**src/design/lsuk_pkg.sv**
```systemverilog
// Shared types and constants for the unique-key LIFO stack.
package lsuk_pkg;

  // Default number of stack entries
  localparam int DEPTH_DEF = 16;

  // Width of one key or data word
  localparam int WORD_W = 32;

  // Request kind carried on the input tuser
  typedef enum logic {
    KIND_PUSH = 1'b0,
    KIND_POP  = 1'b1
  } kind_t;

  // Result status carried on the output tuser
  typedef enum logic [1:0] {
    ST_OK    = 2'd0,
    ST_DUP   = 2'd1,
    ST_UNDER = 2'd2,
    ST_OVER  = 2'd3
  } status_t;

endpackage

```
**src/design/lsuk_ram.sv**
```systemverilog
// Simple dual-port RAM with one write port and one registered read port.
module lsuk_ram #(
  parameter int DEPTH = lsuk_pkg::DEPTH_DEF,
  parameter int W = 2 * lsuk_pkg::WORD_W,
  localparam int AW = (DEPTH > 1) ? $clog2(DEPTH) : 1
) (
  input  logic          clk,
  input  logic          we,
  input  logic [AW-1:0] wr_addr,
  input  logic [W-1:0]  wr_data,
  input  logic [AW-1:0] rd_addr,
  output logic [W-1:0]  rd_data
);

  logic [W-1:0] mem [DEPTH];

  // Write one entry
  always_ff @(posedge clk) begin
    if (we) begin
      mem[wr_addr] <= wr_data;
    end
  end

  // Registered read: the data appears the cycle after the address
  always_ff @(posedge clk) begin
    rd_data <= mem[rd_addr];
  end

endmodule

```
**src/design/lifo_stack_unique_keys.sv**
```systemverilog
// Unique-key LIFO stack of key and data pairs: control sequencer and result register.
// Each request gives exactly one result. A push walks the stored keys through the
// stack RAM's single read port, one key per cycle. The walk stops early on a matching
// key; a walk that reaches the end compares the top key in its last step and writes
// the new pair if that key differs and room remains. The result register is loaded
// after the walk, and the next request is taken once the result is loaded. A pop that
// underflows or empties the stack needs no RAM read, and a pop that leaves entries
// reads the new top back from the RAM. A result that the receiver holds off delays
// the result register load and with it the next request. The top
// pair is held in registers, so no clearing pass is needed after reset. A finished
// result waits in the output register while the next request is accepted. Status on
// m_tuser: ok, duplicate key, underflow, overflow.
module lifo_stack_unique_keys #(
  parameter int DEPTH = lsuk_pkg::DEPTH_DEF,
  localparam int CW = $clog2(DEPTH + 1),
  localparam int OUT_W = ((4 * lsuk_pkg::WORD_W + CW + 1 + 7) / 8) * 8
) (
  input  logic             clk,
  input  logic             rst,
  // Requests
  input  logic             s_tvalid,
  output logic             s_tready,
  input  logic [63:0]      s_tdata,  // in_key [31:0], in_data [63:32]
  input  logic             s_tuser,  // kind
  // Results
  output logic             m_tvalid,
  input  logic             m_tready,
  output logic [OUT_W-1:0] m_tdata,  // popped_key, popped_data, top_key, top_data,
                                     // entry_count, is_empty, zero fill
  output logic [1:0]       m_tuser   // status
);

  import lsuk_pkg::*;

  localparam int AW = (DEPTH > 1) ? $clog2(DEPTH) : 1;
  localparam int PAD_W = OUT_W - (4 * WORD_W + CW + 1);

  typedef enum logic [2:0] {
    S_IDLE,
    S_SCAN,
    S_POP_RD,
    S_POP_WAIT,
    S_FINISH
  } state_t;

  state_t                state;
  logic [CW-1:0]         fill;
  logic [CW-1:0]         idx;
  logic                  pend;
  logic [WORD_W-1:0]     req_key;
  logic [WORD_W-1:0]     req_data;
  logic [WORD_W-1:0]     top_key;
  logic [WORD_W-1:0]     top_data;
  logic [WORD_W-1:0]     pop_key;
  logic [WORD_W-1:0]     pop_data;
  status_t               st;

  logic                  ram_we;
  logic [AW-1:0]         ram_rd_addr;
  logic [2*WORD_W-1:0]   ram_rd_data;
  logic [CW-1:0]         fill_m1;
  logic                  key_match;
  logic                  scan_done;
  logic                  out_free;
  logic                  in_fire;

  assign s_tready = (state == S_IDLE);
  assign in_fire  = s_tvalid && s_tready;
  assign out_free = !m_tvalid || m_tready;
  assign fill_m1  = fill - CW'(1);

  // Compare the key read last cycle; stop when every held key was issued
  assign key_match = pend && (ram_rd_data[WORD_W-1:0] == req_key);
  assign scan_done = (idx == fill);

  // Write the new pair when the walk ends without a match and room remains
  assign ram_we = (state == S_SCAN) && !key_match && scan_done &&
                  (fill != CW'(DEPTH));

  // Walk addresses during a push, else the entry under the top
  always_comb begin
    if (state == S_SCAN) begin
      ram_rd_addr = idx[AW-1:0];
    end else begin
      ram_rd_addr = fill_m1[AW-1:0];
    end
  end

  lsuk_ram #(
    .DEPTH (DEPTH),
    .W     (2 * WORD_W)
  ) u_ram (
    .clk     (clk),
    .we      (ram_we),
    .wr_addr (fill[AW-1:0]),
    .wr_data ({req_data, req_key}),
    .rd_addr (ram_rd_addr),
    .rd_data (ram_rd_data)
  );

  // Sequence requests, track fill and top, and hold the result register
  always_ff @(posedge clk) begin
    if (rst) begin
      state    <= S_IDLE;
      fill     <= '0;
      idx      <= '0;
      pend     <= 1'b0;
      top_key  <= '0;
      top_data <= '0;
      st       <= ST_OK;
      m_tvalid <= 1'b0;
    end else begin
      // Drop a taken result unless a new one replaces it
      if (m_tvalid && m_tready && (state != S_FINISH)) begin
        m_tvalid <= 1'b0;
      end
      case (state)
        S_IDLE: begin
          if (in_fire) begin
            req_key  <= s_tdata[WORD_W-1:0];
            req_data <= s_tdata[2*WORD_W-1:WORD_W];
            idx      <= '0;
            pend     <= 1'b0;
            if (s_tuser == KIND_PUSH) begin
              pop_key  <= '0;
              pop_data <= '0;
              st       <= ST_OK;
              state    <= S_SCAN;
            end else if (fill == '0) begin
              pop_key  <= '0;
              pop_data <= '0;
              st       <= ST_UNDER;
              state    <= S_FINISH;
            end else begin
              pop_key  <= top_key;
              pop_data <= top_data;
              st       <= ST_OK;
              fill     <= fill_m1;
              if (fill == CW'(1)) begin
                top_key  <= '0;
                top_data <= '0;
                state    <= S_FINISH;
              end else begin
                state <= S_POP_RD;
              end
            end
          end
        end
        S_SCAN: begin
          if (key_match) begin
            st    <= ST_DUP;
            pend  <= 1'b0;
            state <= S_FINISH;
          end else if (scan_done) begin
            pend <= 1'b0;
            if (fill == CW'(DEPTH)) begin
              st <= ST_OVER;
            end else begin
              top_key  <= req_key;
              top_data <= req_data;
              fill     <= fill + CW'(1);
            end
            state <= S_FINISH;
          end else begin
            idx  <= idx + CW'(1);
            pend <= 1'b1;
          end
        end
        S_POP_RD: begin
          state <= S_POP_WAIT;
        end
        S_POP_WAIT: begin
          top_key  <= ram_rd_data[WORD_W-1:0];
          top_data <= ram_rd_data[2*WORD_W-1:WORD_W];
          state    <= S_FINISH;
        end
        S_FINISH: begin
          if (out_free) begin
            m_tvalid <= 1'b1;
            m_tuser  <= st;
            m_tdata  <= {{PAD_W{1'b0}}, (fill == '0), fill,
                         top_data, top_key, pop_data, pop_key};
            state    <= S_IDLE;
          end
        end
        default: begin
          state <= S_IDLE;
        end
      endcase
    end
  end

  // Fill level never exceeds the depth
  a_fill_bound: assert property (@(posedge clk) disable iff (rst)
    fill <= CW'(DEPTH))
    else $error("fill level above depth");

  // The walk never issues past the held entries
  a_scan_bound: assert property (@(posedge clk) disable iff (rst)
    (state == S_SCAN) |-> (idx <= fill))
    else $error("key walk past fill level");

  // An empty stack shows a zero top pair
  a_empty_top: assert property (@(posedge clk) disable iff (rst)
    (fill == '0) |-> (top_key == '0 && top_data == '0))
    else $error("empty stack with nonzero top");

  // A RAM write only happens below the depth
  a_write_room: assert property (@(posedge clk) disable iff (rst)
    ram_we |-> (fill < CW'(DEPTH)))
    else $error("write into full stack");

  // A written push raises the fill level by one
  a_push_count: assert property (@(posedge clk) disable iff (rst)
    ram_we |=> (fill == $past(fill) + CW'(1)))
    else $error("push did not advance fill level");

endmodule

```
**config.mk**
```make
export PLATFORM = sky130hd
export DESIGN_NAME = lifo_stack_unique_keys
export DESIGN_NICKNAME = d
export VERILOG_FILES = /design/src/design/lsuk_pkg.sv /design/src/design/lsuk_ram.sv /design/src/design/lifo_stack_unique_keys.sv
export SDC_FILE = /design/constraint.sdc
export NUM_CORES = 1
export LEC_CHECK = 0
export ABC_AREA = 1
export BUFFER_PORTS_ARGS = -buffer_cell sky130_fd_sc_hd__buf_4
export CAP_MARGIN = 10
export CORE_MARGIN = 2
export CORE_UTILIZATION = 54
export DETAILED_ROUTE_END_ITERATION = 7
export PLACE_DENSITY = 0.71
export SLEW_MARGIN = 20
export SYNTH_ARGS = -nofsm -noshare
export SYNTH_HDL_FRONTEND = slang
export SYNTH_SLANG_ARGS = --single-unit
```
**constraint.sdc**
```tcl
create_clock -name clk -period 16.4 [get_ports clk]
set_clock_uncertainty 0.2 [all_clocks]
set_input_delay 4.92 -clock clk [delete_from_list [all_inputs] [get_ports clk]]
set_output_delay 4.92 -clock clk [all_outputs]
set_load 0.05 [all_outputs]
```
Word level (Yosys, flattened, before mapping):

Memories as Yosys holds them, arrays and structs flattened. A register that Yosys moved wholly into a read port is not among the register bits.
Cells that the tools add are included.

* reduce and logical (&&, ||, !) cells: 23
* equal/unequal tests: 21
* add/sub/neg operators: 3
* multiplexer cells: 48
* bitwise logic cells: 2

Operator list (number)
* 32-bit two-way mux: 10
* 32-bit case mux with 3 select lines: 2
* 5-bit two-way mux: 9
* 32-bit equality test: 1
* 3-bit two-way mux: 7
* 5-bit case mux with 2 select lines: 2
* 3-bit case mux with 5 select lines: 1
* 2-bit two-way mux: 6
* 2-bit inequality test, second input constant: 6
* 5-bit by 1-bit adder with 5-bit output, second input constant: 2
* 3-bit AND reduction: 3
* 1-bit two-way mux: 8
* 4-bit AND reduction: 2
* 8-bit AND reduction: 1
* 1-bit logical AND: 7
* 7-bit AND reduction: 1
* 3-bit by 2-bit equality test with 1-bit output, second input constant: 2
* 2-bit by 1-bit inequality test with 1-bit output, second input constant: 3
* 3-bit inequality test, second input constant: 2
* 5-bit by 1-bit equality test with 1-bit output, second input constant: 1
* 5-bit equality test: 1
* 5-bit equality test, second input constant: 1
* 5-bit zero test: 1
* 5-bit inequality test, second input constant: 1
* other kinds (15): 17

* bits in registers: 345
* memories kept: 1
* input bits: 69
* logic and storage cells: 112
* output and inout port bits: 140
* bits in writable memories: 1024

Memory list
* u_ram.mem: words 16, width 64, rd ports 1, clocked after memory_dff 1, write ports 1, RTL line lsuk_ram.sv:15 `logic [W-1:0] mem [DEPTH];`

Longest topological paths before layout:

Gate-level depths: netlist of the first run.

* depth in word-level cells: 8
* depth in mapped cells: 15
* depth with buffers taken out: 14

Hierarchy:

Synthesis of the first run repeated with hierarchy kept, for this count alone.

* cell total of the unflattened synthesis: 5388
* area, all modules: 58574.9 µm²

By module, submodules not included
* lsuk_ram: times used 1, area each 45285.9 µm², sequential area each 32030.7 µm², cells each 4210
* lifo_stack_unique_keys: times used 1, area each 13289.0 µm², sequential area each 9549.2 µm², cells each 1178

Least setup slack after synthesis of the first run:

OpenSTA, ideal clock, no wires.

* path kind: input port to flip-flop
* from: input rst
* to: register m_tdata[0] (enable)
* slack: 1.063 ns
* library setup time: 0.798 ns
* required time: 15.402 ns
* buffers on the path: 1
* arrival: 14.339 ns
* cell stages on the path: 2
* cell sequence: clkbuf_1 -> nor3_1

* longest elaborated chain between the ends: 2

Ends and longest elaborated chain
* start, declared: RTL line lifo_stack_unique_keys.sv:19 `input logic rst,`
* 1-bit inverter (no source line)
* 3-bit AND reduction (no source line)
* end signal, assigned: RTL line lifo_stack_unique_keys.sv:181 `m_tdata <= {{PAD_W{1'b0}}, (fill == '0), fill,`
* end, declared: RTL line lifo_stack_unique_keys.sv:28 `output logic [OUT_W-1:0] m_tdata,`

No other way between the ends.
A chain may end at the register's enable or synchronous reset.

Worst setup path in the final report of the first run:

* from: register state[1]
* to: output s_tready

* longest elaborated chain between the ends: 1

Ends and longest elaborated chain
* start, declared: RTL line lifo_stack_unique_keys.sv:46 `state_t state;`
* start signal, assigned: RTL line lifo_stack_unique_keys.sv:104 `state <= S_IDLE;`
* start signal, assigned: RTL line lifo_stack_unique_keys.sv:128 `state <= S_SCAN;`
* start signal, assigned: RTL line lifo_stack_unique_keys.sv:133 `state <= S_FINISH;`
* 3-bit zero test: RTL line lifo_stack_unique_keys.sv:67 `assign s_tready = (state == S_IDLE);`
* end, declared: RTL line lifo_stack_unique_keys.sv:22 `output logic s_tready,`

No other way between the ends.

==> summary.md, run 1 <==
| Metric | Value |
|---|---|
| Cell Area, Placed | 0.0587 mm² |
| Post-layout nets | 4759 |
| Least-Margin Pin Slew | 1.14 ns |
| Post-synth EDFFs | 1288 |
| Die H | 326 µm |
| Gate Count Post-Synth | 4536 |
| CTS tree | built |
| Detailed placer's ending HPWL | 66.6 mm |
| DR pass1 iterations | 6 |
| Rel. slew slack | 0.243 |
| Hold-critical path depth | 0 |
| Hold endpoint | m_tdata[50] |
| WP data required | 11.28 ns |
| Largest fanout on the critical path | 44 |
| Die W | 326 µm |
| Reg-to-reg critical path endpoint | u_ram.rd_data[36] |
| Max Clock Freq | 0.136 GHz |
| Post-synth ARST share | 0 |
| Synth cell types | 37 |
| Routed Antenna Nets | 0 |
| First-pass GRT wire length | 194 mm |
| Clock root cell | clkbuf_16 |
| Antenna violations before repair | 3 |
| Clock Sink Count | 1433 |
| # setup viols final | 0 |
| Syn Area/Cell | 12.3 µm² |
| # DRC | 0 |
| Vias in the first global route | 31900 |
| Ys flop type | edfxtp_1 |
| Post-CTS Hold Fix Bufs | 0 |
| Pin count of the biggest net entering global routing | 248 |
| Global Route Usage Sum | 0.242 |
| Util after Layout | 0.614 |
| Synth warn | 0 |
| Worst reg2reg path startpoint | state[1] |
| Synth Register Bits | 1433 |
| I/O pins | 209 |
| Final Cycle Share | 0.447 |
| Cell Area, Synth | 0.0559 mm² |
| Vias per Instance | 5.57 |
| CORE AREA | 0.103 mm² |
| Post-Place Worst Slack | 9.02 ns |
| R2R Setup Slk | 10.17 ns |
| Pwr per Cell Area | 202 mW/mm² |
| Die ar. | 0.106 mm² |
| Worst setup SP type | register |
| Wirelength per Cell | 20.9 µm |
| Hold_sp | pop_data[18] |
| Reg2Reg Depth | 16 |
| Antenna Cells | 0 |
| Critical Path AT | 2.21 ns |
| Seq/Total Area, Yosys | 0.744 |
| RSZ-0062 raised after global routing | false |
| Clock latency on the worst-skew pair | 0.75 ns |
| Worst-path clk slew | 0.06 ns |
| Row count | 118 |
| Cts repair resizes | 0 |
| Hold Path Class | register to register |
| Setup_tns | 0 ns |
| Count of input and output buffers | 206 |
| VDD IR max | 263 µV |
| Static leakage | 23.2 nW |
| Status | completed |
| Clk buf depth | 3 |
| WS Path Type | register to primary output |
| Initial Utilization | 0.543 |
| Worst setup margin | 9.07 ns |
| Grt ovf | 0 |
| Vias | 34400 |
| Drt total wl | 129 mm |
| Post-layout minimum cycle time | 7.33 ns |
| Placed Cells | 5921 |
| CP Capture Type | primary output |
| Area delta synth->final | 13.2% |
| Post-CTS Setup Bufs | 0 |
| Final instance area | 0.0633 mm² |
| Non-Filler Instances | 6179 |
| Violation count after the first detailed-route iteration | 4098 |
| Endpoints failing hold | 0 |
| Final slew viol count | 0 |
| Number of CTS-inserted buffers | 140 |
| Max-cap violation count | 0 |
| Routability cong. | 0.800 |
| H-tree depth | 4 |
| Layout cell share with drive strength beyond 1 | 0.104 |
worst max-delay path, stage by stage, from the launching register on:
cell	delay, ns
dfxtp_2	0.31
buf_4	0.37
nor3_2	0.47
buf_4	0.32
how the worst max path moves through the flow:
stage,to,slack (ns),from
after floorplan,m_tdata[0],1.06,rst
after global placement,m_tdata[102],9.04,rst
after detailed placement,m_tdata[104],9.02,rst
after CTS,s_tready,9.06,state[1]
after global routing,s_tready,9.00,state[1]
final,s_tready,9.07,state[1]
cell families after synthesis:
| group | synth area share |
|---|---|
| AO/OA/AOI/OAI | 0.0922 |
| XOR/XNOR | 0.00172 |
| buffers and inverters | 0.0650 |
| other | 0.0000671 |
| flip-flops | 0.744 |
| AND/OR/NAND/NOR | 0.0960 |
| adder cells (fa/ha/maj) | 0.00134 |
registers in the layout, summed over array words and instances (netlist names):
name           cells
m_tvalid           1
u_ram.rd_data     64
pend               1
pop_data          32
m_tuser            2
m_tdata          134
state              3
fill               5
req_data          32
st                 2
pop_key           32
req_key           32
top_data          32
u_ram.mem       1024
top_key           32
idx                5
layout by cell type (no fill, tap or decap), types with 3 or more instances in the layout:
cell,instances
ha_1,6
clkbuf_16,147
nand2_1,546
edfxtp_1,1288
a21oi_1,267
o211ai_1,256
inv_2,4
bufinv_16,9
nor2_1,231
buf_4,261
nor3_1,4
clkbuf_8,8
nor2_4,17
o21ai_1,110
inv_6,4
o22ai_1,20
nand4_1,12
clkinv_8,4
clkinv_2,23
o21ai_0,230
clkbuf_1,39
xor2_1,3
inv_1,660
o21ai_4,5
clkinvlp_4,4
xnor2_1,8
nand3_1,446
dfxtp_1,144
clkinv_1,21
where the power goes:
group          internal [mW]  total [mW]  switching [mW]
Sequential              4.47        4.72           0.251
Combinational           1.45        4.91            3.46
Clock                   1.82        3.15            1.33
Total                   7.74        12.8            5.04
area by class of cell:
class	instances	area (µm²)
clock buffers	194	3940
clock inverters	63	589
fillers	7669	39800
inverters	668	2510
multi-input cells	2175	10900
flip-flops and latches	1433	41600
well taps	1380	1730
repair buffers	266	2070
through the flow:
step / hold slack, ns / total power [mW]
floorplan: 0.200 / 8.35
global placement: 0.201 / 9.52
detailed placement: 0.205 / 9.63
CTS: 0.211 / 12.8
global route: 0.220 / 13.5
finish: 0.216 / 12.8
layer usage:
| metal | vias to the layer above | GRT usage | share of wire |
|---|---|---|---|
| li1 | 16200 | - | - |
| met1 | 16500 | 0.349 | 0.42 |
| met2 | 1522 | 0.372 | 0.45 |
| met3 | 212 | 0.0535 | 0.10 |
| met4 | 4 | 0.0704 | 0.023 |
| met5 | - | 0 | 0.00018 |
synth_stat cells (all sizes together) (8+ instances only):
master  number  area (µm²)
nand2      548        2060
nor2       248         938
dfxtp      145        2900
o211ai     256        1920
o21ai      345        1740
nand4       12        75.1
inv        667        2500
xnor2        8        70.1
clkbuf     134         510
buf        127         618
edfxtp    1288       38700
o22ai       20         125
nand3      446        2230
a21oi      267        1340
No activity file was read; power rests on OpenSTA's default activity.
==> run 2, diff against run 1 <==
==> constraint.sdc (replaced) <==
create_clock -name clk -period 7.6 [get_ports clk]
set_clock_uncertainty 0.2 [all_clocks]
set_input_delay 2.28 -clock clk [delete_from_list [all_inputs] [get_ports clk]]
set_output_delay 2.28 -clock clk [all_outputs]
set_load 0.05 [all_outputs]
==> run 2 against run 1 <==
Net effect:
- non-clock buffer count is 4 lower
- combinational power grew 120%
- core utilization up 0.080 points
- design area grew 0.13%
- critical path depth rose by 11
- sequential power rose by 120%
- largest cell class unchanged
==> summary.md, run 2 (synthesized netlist as in run 1, its figures left out) <==
| Metric | Value |
|---|---|
| Status | completed (unchanged) |
| Static leakage | 23.3 nW (was 23.2 nW) |
| Post-CTS Hold Fix Bufs | 0 (unchanged) |
| Hold Path Class | register to register (unchanged) |
| First-pass GRT wire length | 198 mm (was 194 mm) |
| Detailed placer's ending HPWL | 70.1 mm (was 66.6 mm) |
| Worst setup SP type | register (unchanged) |
| Max-cap violation count | 0 (unchanged) |
| Final slew viol count | 0 (unchanged) |
| Final Cycle Share | 0.667 |
| Clock root cell | clkbuf_16 (unchanged) |
| Die ar. | 0.106 mm² (unchanged) |
| Global Route Usage Sum | 0.245 (was 0.242) |
| Cts repair resizes | 0 (unchanged) |
| Largest fanout on the critical path | 64 (was 44) |
| Vias in the first global route | 32300 (was 31900) |
| Most used cell along the critical path | buf_4 (unchanged) |
| Number of CTS-inserted buffers | 140 (unchanged) |
| Endpoints failing hold | 0 (unchanged) |
| RSZ-0062 raised after global routing | false (unchanged) |
| Least-Margin Pin Slew | 1.21 ns (was 1.14 ns) |
| Non-Filler Instances | 6176 (was 6179) |
| Slowest CP cell | clkinv_2 (was nor3_2) |
| Pwr per Cell Area | 438 mW/mm² (was 202 mW/mm²) |
| Grt ovf | 0 (unchanged) |
| CTS tree | built (unchanged) |
| Post-CTS Setup Bufs | 0 (unchanged) |
| WS Path Type | register to register (was register to primary output) |
| Routed Antenna Nets | 0 (unchanged) |
| Worst-path clk slew | 0.06 ns (about the same) |
| Max Clock Freq | 0.197 GHz |
| I/O pins | 209 (unchanged) |
| VDD IR max | 770 µV (was 263 µV) |
| Rel. slew slack | 0.194 (was 0.243) |
| Worst Setup EP | top_data[9] (was s_tready) |
| Area delta synth->final | 13.3% (was 13.2%) |
| DR pass1 iterations | 6 (unchanged) |
| Reg2Reg Depth | 14 (was 16) |
| Vias per Instance | 5.64 (was 5.57) |
| CP Cell Sequence | inv_2, nor2_4, buf_4, nand2_2, buf_4, inv_2, buf_4, nand2_1, nand3_1, nor3_1, nand2_2, clkinv_2, nor2_1, nor2_1 (was buf_4, nor3_2, buf_4) |
| CORE AREA | 0.103 mm² (unchanged) |
| Die W | 326 µm (unchanged) |
| # setup viols final | 0 (unchanged) |
| Count of input and output buffers | 206 (unchanged) |
| Drt total wl | 132 mm (was 129 mm) |
| Setup_tns | 0 ns (unchanged) |
| Post-layout minimum cycle time | 5.07 ns |
| Largest registers | u_ram.mem (1024), m_tdata (134), u_ram.rd_data (64) (unchanged) |
| Initial Utilization | 0.543 (unchanged) |
| WP data required | 8.02 ns (was 11.28 ns) |
| Reg-to-reg critical path endpoint | top_data[9] (was u_ram.rd_data[36]) |
| Antenna violations before repair | 5 (was 3) |
| Routability cong. | 0.840 (was 0.800) |
| # DRC | 0 (unchanged) |
| Most frequent cells in the layout | 1288 x edfxtp_1, 660 x inv_1, 546 x nand2_1 (unchanged) |
| Die H | 326 µm (unchanged) |
| Leading cell type in the layout, fill and taps excluded | edfxtp_1 (unchanged) |
| Placed Cells | 5918 (was 5921) |
| Crit-path max cell delay | 0.85 ns (was 0.47 ns) |
| Post-layout nets | 4755 (was 4759) |
| H-tree depth | 4 (unchanged) |
| Clk buf depth | 3 (unchanged) |
| Clock Sink Count | 1433 (unchanged) |
| Reg with most FFs | u_ram.mem (unchanged) |
| Vias | 34800 (was 34400) |
| Max FFs per register | 1024 (unchanged) |
| Worst reg2reg path startpoint | state[0] (was state[1]) |
| CP Capture Type | register (was primary output) |
| Launch point of the worst path | state[0] (was state[1]) |
| Violation count after the first detailed-route iteration | 4721 (was 4098) |
| Row count | 118 (unchanged) |
| Wirelength per Cell | 21.3 µm (was 20.9 µm) |
| Critical Path AT | 5.49 ns (was 2.21 ns) |
| Pin count of the biggest net entering global routing | 198 (was 248) |
| Clock latency on the worst-skew pair | 0.75 ns (about the same) |
| R2R Setup Slk | 2.53 ns (was 10.17 ns) |
| Layout cell share with drive strength beyond 1 | 0.103 (was 0.104) |
run 2: changes by cell type in the layout (fill, tap and decap cells not counted), sizes merged:
cell,change
clkbuf,-11
clkinv,+11
buf,-4
inv,+4
bufinv,-2
clkinvlp,-2
diode,+1
run 2: per-stage QoR:
stage | setup slack [ns] | area (µm²) | utilization | hold slack, ns | power, mW
after floorplan | 1.10 | 55900 | - | 0.200 | 18.0
after global placement | 2.77 | 58900 | 0.572 | 0.201 | 20.8
after detailed placement | 2.67 | 58900 | 0.572 | 0.205 | 21.0
after CTS | 2.66 | 63400 | 0.615 | 0.217 | 27.7
after global routing | 2.13 | 63400 | 0.615 | 0.225 | 29.3
final | 2.53 | 63400 | 0.615 | 0.216 | 27.7
run 2: final cells by class:
class                      instances  area [µm²]
sequential                      1433       41600
fill                            7762       39700
multi-input combinational       2175       10900
clock buffer                     183        3860
inverter                         668        2510
timing repair buffer             262        2220
tap                             1380        1730
clock inverter                    74         571
antenna                            1        2.50
run 2: worst min path at each step:
stage | depth (start not counted) | slack (ns) | startpoint | to
2_1_floorplan | 0 | 0.20 | pop_key[0] | m_tdata[0]
3_3_place_gp | 0 | 0.20 | pop_data[2] | m_tdata[34]
3_5_place_dp | 0 | 0.20 | pop_key[20] | m_tdata[20]
4_1_cts | 0 | 0.22 | pop_data[6] | m_tdata[38]
5_1_grt | 0 | 0.23 | pop_data[4] | m_tdata[36]
6_report | 0 | 0.22 | pop_key[25] | m_tdata[25]
run 2: where the power goes:
group	leakage [nW]	switching, mW	internal [mW]
clock network	2.18	2.87	3.82
registers	12.9	0.579	9.64
logic	8.22	7.61	3.21
run 2: layer usage:
metal,wire [µm],share of wire,GRT usage
met1,56600,0.43,0.368
met3,12500,0.095,0.0437
met2,59400,0.45,0.370
met4,3070,0.023,0.0721
met5,13,0.000099,0
run 2: worst max-delay path: cells and delay by family (launching register included):
family	cells	cell delay (ns)
flops	1	0.39
simple gates	8	1.31
buf+inv	6	2.98
